--- config.mk ---
export PLATFORM = sky130hd
export DESIGN_NAME = lru_key_value_cache
export DESIGN_NICKNAME = d
export VERILOG_FILES = /design/src/design/lkv_pkg.sv /design/src/design/lkv_ctrl.sv /design/src/design/lkv_datapath.sv /design/src/design/lru_key_value_cache.sv
export SDC_FILE = /design/constraint.sdc
export NUM_CORES = 2
export LEC_CHECK = 0
export BUFFER_PORTS_ARGS = -buffer_cell sky130_fd_sc_hd__buf_4
export CORE_AREA = 5 5 383 385
export CTS_CLUSTER_DIAMETER = 100
export DETAILED_ROUTE_END_ITERATION = 8
export DIE_AREA = 0 0 388 390
export GPL_TIMING_DRIVEN = 0
export PLACE_DENSITY_LB_ADDON = 0.2
export SYNTH_ARGS = -nofsm -noshare
export SYNTH_HDL_FRONTEND = slang
export SYNTH_SLANG_ARGS = --single-unit
--- constraint.sdc ---
create_clock -name clk -period 6.9 [get_ports clk]
set_input_delay 0.69 -clock clk [delete_from_list [all_inputs] [get_ports clk]]
set_output_delay 0.69 -clock clk [all_outputs]
set_load 0.005 [all_outputs]
--- src/design/lkv_pkg.sv ---
package lkv_pkg;

  typedef enum logic [1:0] {
    ST_IDLE,
    ST_SCAN,
    ST_UPDATE
  } lkv_state_t;

  typedef struct packed {
    logic load;
    logic scan;
    logic update;
  } lkv_cmd_t;

  typedef struct packed {
    logic scan_done;
  } lkv_sts_t;

  localparam logic FUNC_GET = 1'b0;
  localparam logic FUNC_PUT = 1'b1;

  localparam logic [31:0] READ_MISS   = 32'hFFFF_FFFF;
  localparam logic [4:0]  CAP_RESET   = 5'd16;

endpackage

--- src/design/lkv_ctrl.sv ---
module lkv_ctrl
  import lkv_pkg::*;
(
  input  logic     clk,
  input  logic     rst_n,
  input  logic     start,
  input  lkv_sts_t sts,
  output lkv_cmd_t cmd,
  output logic     busy
);

  lkv_state_t state_r, state_nxt;

  always_ff @(posedge clk) begin
    if (!rst_n) begin
      state_r <= ST_IDLE;
    end else begin
      state_r <= state_nxt;
    end
  end

  always_comb begin
    state_nxt  = state_r;
    cmd        = '0;
    case (state_r)
      ST_IDLE: begin
        if (start) begin
          cmd.load  = 1'b1;
          state_nxt = ST_SCAN;
        end
      end
      ST_SCAN: begin
        cmd.scan = 1'b1;
        if (sts.scan_done) begin
          state_nxt = ST_UPDATE;
        end
      end
      ST_UPDATE: begin
        cmd.update = 1'b1;
        state_nxt  = ST_IDLE;
      end
      default: begin
        state_nxt = ST_IDLE;
      end
    endcase
  end

  assign busy = (state_r != ST_IDLE);

endmodule

--- src/design/lkv_datapath.sv ---
module lkv_datapath
  import lkv_pkg::*;
#(
  parameter int ENTRIES = 16
) (
  input  logic               clk,
  input  logic               rst_n,
  input  lkv_cmd_t           cmd,
  output lkv_sts_t           sts,
  input  logic               in_func,
  input  logic signed [31:0] in_lookup_key,
  input  logic signed [31:0] in_write_value,
  input  logic               cfg_we,
  input  logic        [4:0]  cfg_capacity_in_use,
  output logic               out_valid,
  output logic               out_hit,
  output logic signed [31:0] out_read_value,
  output logic               out_evicted,
  output logic signed [31:0] out_evicted_key
);

  localparam int IDX_W = (ENTRIES > 1) ? $clog2(ENTRIES) : 1;
  localparam int CNT_W = $clog2(ENTRIES + 1);
  localparam int AGE_W = IDX_W;
  localparam int CAP_W = (CNT_W > 5) ? CNT_W : 5;

  logic [31:0] key_mem [ENTRIES];
  logic [31:0] val_mem [ENTRIES];

  logic [4:0]       cap_cfg_r;
  logic             func_r;
  logic [31:0]      key_r;
  logic [31:0]      wval_r;
  logic [CNT_W-1:0] cap_r;
  logic [CNT_W-1:0] cnt_r;
  logic             cmp_vld_r;
  logic [IDX_W-1:0] cmp_idx_r;
  logic [31:0]      key_rd_r;
  logic [31:0]      val_rd_r;
  logic             hit_r;
  logic [IDX_W-1:0] found_r;
  logic [31:0]      val_hit_r;
  logic             free_r;
  logic [IDX_W-1:0] free_idx_r;
  logic [IDX_W-1:0] lru_idx_r;
  logic [31:0]      lru_key_r;
  logic [ENTRIES-1:0] valid_r, valid_nxt;
  logic [AGE_W-1:0] age_r [ENTRIES];
  logic [AGE_W-1:0] age_nxt [ENTRIES];
  logic [CNT_W-1:0] live_r, live_nxt;
  logic             out_valid_r;
  logic             out_hit_r;
  logic [31:0]      out_read_value_r;
  logic             out_evicted_r;
  logic [31:0]      out_evicted_key_r;

  logic [CAP_W-1:0] cap_ext;
  logic [CAP_W-1:0] cap_clamp;
  logic             issue;
  logic [AGE_W-1:0] lru_age;
  logic             evict;
  logic             is_put;
  logic [IDX_W-1:0] slot;
  logic [AGE_W-1:0] old_age;
  logic             key_we;
  logic             val_we;

  // capacity clamp to 1 .. ENTRIES
  always_comb begin
    cap_ext = CAP_W'(cap_cfg_r);
    if (cap_ext == '0) begin
      cap_clamp = CAP_W'(1);
    end else if (cap_ext > CAP_W'(ENTRIES)) begin
      cap_clamp = CAP_W'(ENTRIES);
    end else begin
      cap_clamp = cap_ext;
    end
  end

  assign issue         = cmd.scan && (cnt_r < CNT_W'(ENTRIES));
  assign sts.scan_done = (cnt_r == CNT_W'(ENTRIES));
  assign lru_age       = AGE_W'(live_r - CNT_W'(1));

  always_ff @(posedge clk) begin
    if (!rst_n) begin
      cap_cfg_r <= CAP_RESET;
    end else if (cfg_we) begin
      cap_cfg_r <= cfg_capacity_in_use;
    end
  end

  // operand latch and scan counter
  always_ff @(posedge clk) begin
    if (!rst_n) begin
      cnt_r     <= '0;
      cmp_vld_r <= 1'b0;
    end else begin
      if (cmd.load) begin
        cnt_r <= '0;
      end else if (issue) begin
        cnt_r <= cnt_r + CNT_W'(1);
      end
      cmp_vld_r <= issue;
    end
  end

  always_ff @(posedge clk) begin
    if (cmd.load) begin
      func_r <= in_func;
      key_r  <= in_lookup_key;
      wval_r <= in_write_value;
      cap_r  <= CNT_W'(cap_clamp);
    end
    if (issue) begin
      cmp_idx_r <= cnt_r[IDX_W-1:0];
    end
  end

  // tag and value store, one read and one write port
  always_ff @(posedge clk) begin
    if (key_we) begin
      key_mem[slot] <= key_r;
    end
    if (val_we) begin
      val_mem[slot] <= wval_r;
    end
    if (issue) begin
      key_rd_r <= key_mem[cnt_r[IDX_W-1:0]];
      val_rd_r <= val_mem[cnt_r[IDX_W-1:0]];
    end
  end

  // per-entry compare during the scan
  always_ff @(posedge clk) begin
    if (!rst_n) begin
      hit_r  <= 1'b0;
      free_r <= 1'b0;
    end else if (cmd.load) begin
      hit_r  <= 1'b0;
      free_r <= 1'b0;
    end else if (cmp_vld_r) begin
      if (valid_r[cmp_idx_r] && (key_rd_r == key_r) && !hit_r) begin
        hit_r <= 1'b1;
      end
      if (!valid_r[cmp_idx_r] && !free_r) begin
        free_r <= 1'b1;
      end
    end
  end

  always_ff @(posedge clk) begin
    if (cmp_vld_r) begin
      if (valid_r[cmp_idx_r] && (key_rd_r == key_r) && !hit_r) begin
        found_r   <= cmp_idx_r;
        val_hit_r <= val_rd_r;
      end
      if (!valid_r[cmp_idx_r] && !free_r) begin
        free_idx_r <= cmp_idx_r;
      end
      if (valid_r[cmp_idx_r] && (age_r[cmp_idx_r] == lru_age)) begin
        lru_idx_r <= cmp_idx_r;
        lru_key_r <= key_rd_r;
      end
    end
  end

  // recency and occupancy update
  assign is_put  = (func_r == FUNC_PUT);
  assign evict   = !hit_r && is_put && (live_r >= cap_r);
  assign slot    = hit_r ? found_r : (evict ? lru_idx_r : free_idx_r);
  assign old_age = age_r[found_r];
  assign key_we  = cmd.update && !hit_r && is_put;
  assign val_we  = cmd.update && is_put;

  always_comb begin
    valid_nxt = valid_r;
    live_nxt  = live_r;
    for (int j = 0; j < ENTRIES; j++) begin
      age_nxt[j] = age_r[j];
    end
    if (hit_r) begin
      for (int j = 0; j < ENTRIES; j++) begin
        if (valid_r[j] && (age_r[j] < old_age)) begin
          age_nxt[j] = age_r[j] + AGE_W'(1);
        end
      end
      age_nxt[found_r] = '0;
    end else if (is_put) begin
      for (int j = 0; j < ENTRIES; j++) begin
        if (valid_r[j] && !(evict && (IDX_W'(j) == lru_idx_r))) begin
          age_nxt[j] = age_r[j] + AGE_W'(1);
        end
      end
      valid_nxt[slot] = 1'b1;
      age_nxt[slot]   = '0;
      if (!evict) begin
        live_nxt = live_r + CNT_W'(1);
      end
    end
  end

  always_ff @(posedge clk) begin
    if (!rst_n) begin
      valid_r <= '0;
      live_r  <= '0;
      for (int j = 0; j < ENTRIES; j++) begin
        age_r[j] <= '0;
      end
    end else if (cmd.update) begin
      valid_r <= valid_nxt;
      live_r  <= live_nxt;
      for (int j = 0; j < ENTRIES; j++) begin
        age_r[j] <= age_nxt[j];
      end
    end
  end

  // result register
  always_ff @(posedge clk) begin
    if (!rst_n) begin
      out_valid_r <= 1'b0;
    end else begin
      out_valid_r <= cmd.update;
    end
  end

  always_ff @(posedge clk) begin
    if (cmd.update) begin
      out_hit_r         <= hit_r;
      out_read_value_r  <= (hit_r && !is_put) ? val_hit_r : READ_MISS;
      out_evicted_r     <= evict;
      out_evicted_key_r <= evict ? lru_key_r : '0;
    end
  end

  assign out_valid       = out_valid_r;
  assign out_hit         = out_hit_r;
  assign out_read_value  = out_read_value_r;
  assign out_evicted     = out_evicted_r;
  assign out_evicted_key = out_evicted_key_r;

endmodule

--- src/design/lru_key_value_cache.sv ---
// Fully associative key-value cache with least-recently-used replacement. An
// operation is taken when start is high and busy is low; it runs a tag search of
// one entry per cycle through the single read port of the key/value store, then
// an update state, and its result is registered. The result appears on the out_
// ports for exactly one cycle with out_valid high and cannot be stalled, so the
// receiver must take it then. Capacity writes on cfg_ are registered and sampled
// when an operation is taken, and should only be done while busy is low and no
// result is pending; a value of zero acts as one and values above ENTRIES act as
// ENTRIES.
module lru_key_value_cache
  import lkv_pkg::*;
#(
  parameter int ENTRIES = 16
) (
  input  logic               clk,
  input  logic               rst_n,
  input  logic               start,
  output logic               busy,
  input  logic               in_func,
  input  logic signed [31:0] in_lookup_key,
  input  logic signed [31:0] in_write_value,
  input  logic               cfg_we,
  input  logic        [4:0]  cfg_capacity_in_use,
  output logic               out_valid,
  output logic               out_hit,
  output logic signed [31:0] out_read_value,
  output logic               out_evicted,
  output logic signed [31:0] out_evicted_key
);

  lkv_cmd_t cmd;
  lkv_sts_t sts;

  lkv_ctrl u_ctrl (
    .clk   (clk),
    .rst_n (rst_n),
    .start (start),
    .sts   (sts),
    .cmd   (cmd),
    .busy  (busy)
  );

  lkv_datapath #(
    .ENTRIES (ENTRIES)
  ) u_datapath (
    .clk                 (clk),
    .rst_n               (rst_n),
    .cmd                 (cmd),
    .sts                 (sts),
    .in_func             (in_func),
    .in_lookup_key       (in_lookup_key),
    .in_write_value      (in_write_value),
    .cfg_we              (cfg_we),
    .cfg_capacity_in_use (cfg_capacity_in_use),
    .out_valid           (out_valid),
    .out_hit             (out_hit),
    .out_read_value      (out_read_value),
    .out_evicted         (out_evicted),
    .out_evicted_key     (out_evicted_key)
  );

endmodule
==> flow_metrics.env <==
export IMPL_required_ns=7.41
export IMPL_ios=142
export IMPL_fin_crit_ns=5.195
export IMPL_antenna_found_initial=5
export IMPL_maxSlewViolCount=0
export IMPL_drt_wl_total_um=153700
export IMPL_drv_cap=0
export IMPL_slowest_stage="buf_1"
export IMPL_portBuffers=139
export IMPL_wire_per_inst_um=29.73
export IMPL_fin_total_pwr_mw=18.02
export IMPL_hold_viol=0
export IMPL_routabilityCongestion=0.8783
export IMPL_gr_total_overflow=0
export IMPL_start_util_pct=39.71
export IMPL_syn_to_final_growth_pct=16.80
export IMPL_final_nets=3297
export IMPL_fillers=11800
export IMPL_viasPerCell=5.719
export IMPL_ys_seq_area_share_pct=74.04
export IMPL_p_leak_nw=20.77
export IMPL_drt_pass1_iterations=5
export IMPL_synthCells=2790
export IMPL_grt_pass1_wl_um=220500
export IMPL_place_hpwl_um=101100
export IMPL_dpl_instance_area_mm2=0.06156
export IMPL_grt_max_degree=45
export IMPL_diodes=0
export IMPL_avgSynthCellArea_um2=20.32
export IMPL_grt_pass1_vias=30810
export IMPL_tns_ns=0
export IMPL_design_area_mm2=0.06622
export IMPL_relSlewSlack_pct=10.63
export IMPL_cp_start_kind="register"
export IMPL_cts_buffers=152
export IMPL_crit_type="reg2reg"
export IMPL_die_w_um=388
export IMPL_worstSetupEndpointType="register"
export IMPL_ir_worst_vdd_uv=262.7
export IMPL_root_buffer="clkbuf_16"
export IMPL_synth_nets=2939
export IMPL_cts_buffer_depth=3
export IMPL_first_iter_violations=2700
export IMPL_synth_warning_count=0
export IMPL_fin_crit_sh_pct=75.30
export IMPL_via_count=29560
export IMPL_synthTopCellsByArea="edfxtp_1, mux4_2, ha_1, dfxtp_1, o21ai_0"
export IMPL_drcViolationCount=0
export IMPL_whs_ns=0.07889
export IMPL_setup_viol=0
export IMPL_cts_sinks=1413
export IMPL_seq_area_mm2=0.04198
export IMPL_core_area_mm2=0.1428
export IMPL_cp_cell_sequence="clkbuf_1 -> buf_1 -> mux4_2 -> mux4_2 -> inv_1 -> ha_1 -> a21oi_1 -> o22ai_1 -> or3b_2 -> a32oi_1 -> o21ai_0"
export IMPL_slowest_delay_ns=0.75
export IMPL_cts_clk_slew_worst_paths_ns=0.06
export IMPL_power_per_cell_area_mw_per_mm2=272.2
export IMPL_holdBufCountCts=0
export IMPL_synth_area_mm2=0.05670
export IMPL_synth_common_cells="edfxtp_1, mux4_2, nor2_1, clkbuf_1, ha_1"
export IMPL_rows=139
export IMPL_cts_tree="done"
export IMPL_synth_edff_count=1368
export IMPL_critPathMaxFanout=16
export IMPL_skew_ns=0.02393
export IMPL_crit_arrival_ns=5.71
export IMPL_grtUsageTotal_pct=20.19
export IMPL_clkLatencyLatePin_ns=0.79
export IMPL_cp_common_cell="mux4_2"
export IMPL_die_h_um=390
export IMPL_ys_types=88
export IMPL_multiInputGateArea_mm2=0.01430
export IMPL_synthFlopType="edfxtp_1"
export IMPL_die_area_mm2=0.1513
export IMPL_ant_nets=0
export IMPL_cts_setup_buffers=0
export IMPL_yosysMostFrequentCell="edfxtp_1"
export IMPL_synth_top_cell_area_share_pct=72.46
export IMPL_async_flop_share_pct=0
export IMPL_drive_gt1_share_pct=26.64
export IMPL_cts_resized=0
export IMPL_ys_seq_elements=1413
export IMPL_min_path_type="in2reg"
export IMPL_max_freq_mhz=192.5
export IMPL_rsz0062_at_grt="false"
export IMPL_worst_pin_slew_ns=1.341
export IMPL_status="finished clean"
export IMPL_synth_area_leader_cell="edfxtp_1"
export IMPL_htree_num_levels=4
==> cells in the final DEF, fill, tap and decap left out, types with 22 or more instances in the layout <==
master	netlist	layout
buf_1	25	25
buf_4	3	142
dfxtp_1	45	45
xor2_1	22	22
xnor2_1	22	22
clkinv_1	0	42
nand3_1	40	40
inv_1	58	58
edfxtp_1	1368	1368
clkbuf_16	0	154
a21oi_1	57	57
nor2_1	86	56
buf_12	0	34
mux4_2	362	362
nand2_1	56	55
nor2_4	0	30
ha_1	75	75
clkbuf_1	82	110
and2_1	47	47
o21ai_0	65	65
nand2b_1	50	50
==> critical path: cells and delay by family, from the launching register on <==
kind | cells | cell delay (ns)
fa+ha+maj | 1 | 0.39
simple gates | 1 | 0.45
mux | 2 | 1.11
flops | 1 | 0.34
buf+inv | 3 | 1.75
compound gates | 4 | 0.87
==> layout make-up <==
class                           count  share of cell area (%)
Sequential cell                  1413                   63.40
Multi-Input combinational cell   1203                   21.59
Clock buffer                      186                   6.031
Tap cell                         1903                   3.596
Timing Repair Buffer              204                   3.358
Clock inverter                     86                   1.005
Buffer                            116                  0.6972
Inverter                           58                  0.3288
==> state kept, by name, summed over array words and instances, names as in the netlist, 2 cells and up, named ones only <==
register	cells
u_ctrl.state_r	2
u_datapath.age_r	64
u_datapath.cap_cfg_r	5
u_datapath.cap_r	5
u_datapath.cmp_idx_r	4
u_datapath.cnt_r	5
u_datapath.found_r	4
u_datapath.free_idx_r	4
u_datapath.key_mem	512
u_datapath.key_r	32
u_datapath.key_rd_r	32
u_datapath.live_r	5
u_datapath.lru_idx_r	4
u_datapath.lru_key_r	32
u_datapath.out_evicted_key	32
u_datapath.out_read_value	32
u_datapath.val_hit_r	32
u_datapath.val_mem	512
u_datapath.val_rd_r	32
u_datapath.valid_r	16
u_datapath.wval_r	32
==> metal layers <==
layer,up-vias,part of all wire (%),GRT usage [%],wire (um)
met3,212,6.3,3.614,9709
met4,0,2.5,5.455,3792
li1,12350,-,-,-
met5,-,0,0,0
met2,1132,50,33.68,76070
met1,15870,42,27.59,64090
==> report_power, final <==
group          switching [mW]  internal, mW  total [mW]
Clock                    3.35          4.32        7.67
Combinational           0.381         0.324       0.705
Sequential              0.156          9.49        9.64
==> path summary, 6_finish.rpt <==
check,start,end,slack [ns],depth (start not counted)
worst min register to register,u_datapath.val_rd_r[25],u_datapath.val_hit_r[25],0.41,0
worst min-delay path,in_write_value[2],u_datapath.wval_r[2],0.08,1
worst max register to register,register,u_datapath.age_r[15][1],1.70,11
worst max-delay path,register,u_datapath.age_r[15][1],1.70,11
==> stage by stage <==
step,utilization (%),std cells,setup WS [ns]
6_report,46.38,5169,1.705
5_1_grt,46.38,5169,1.415
4_1_cts,46.38,5169,1.718
3_5_place_dp,43.11,4897,1.734
3_3_place_gp,42.11,4832,-5.354
2_1_floorplan,-,2790,1.175
==> logic make-up (layout without fill, tap and decap cells) <==
family / Yosys count / in the layout / synth area share [%]
flip-flops: 1413 / 1413 / 74.04
AND/OR/NAND/NOR: 394 / 394 / 3.758
multiplexers: 387 / 387 / 14.85
AO/OA/AOI/OAI: 303 / 303 / 3.827
buffers and inverters: 174 / 650 / 1.185
adder cells (fa/ha/maj): 75 / 75 / 1.655
XOR/XNOR: 44 / 44 / 0.6797
Note: power is estimated with default switching activity, not from simulation.
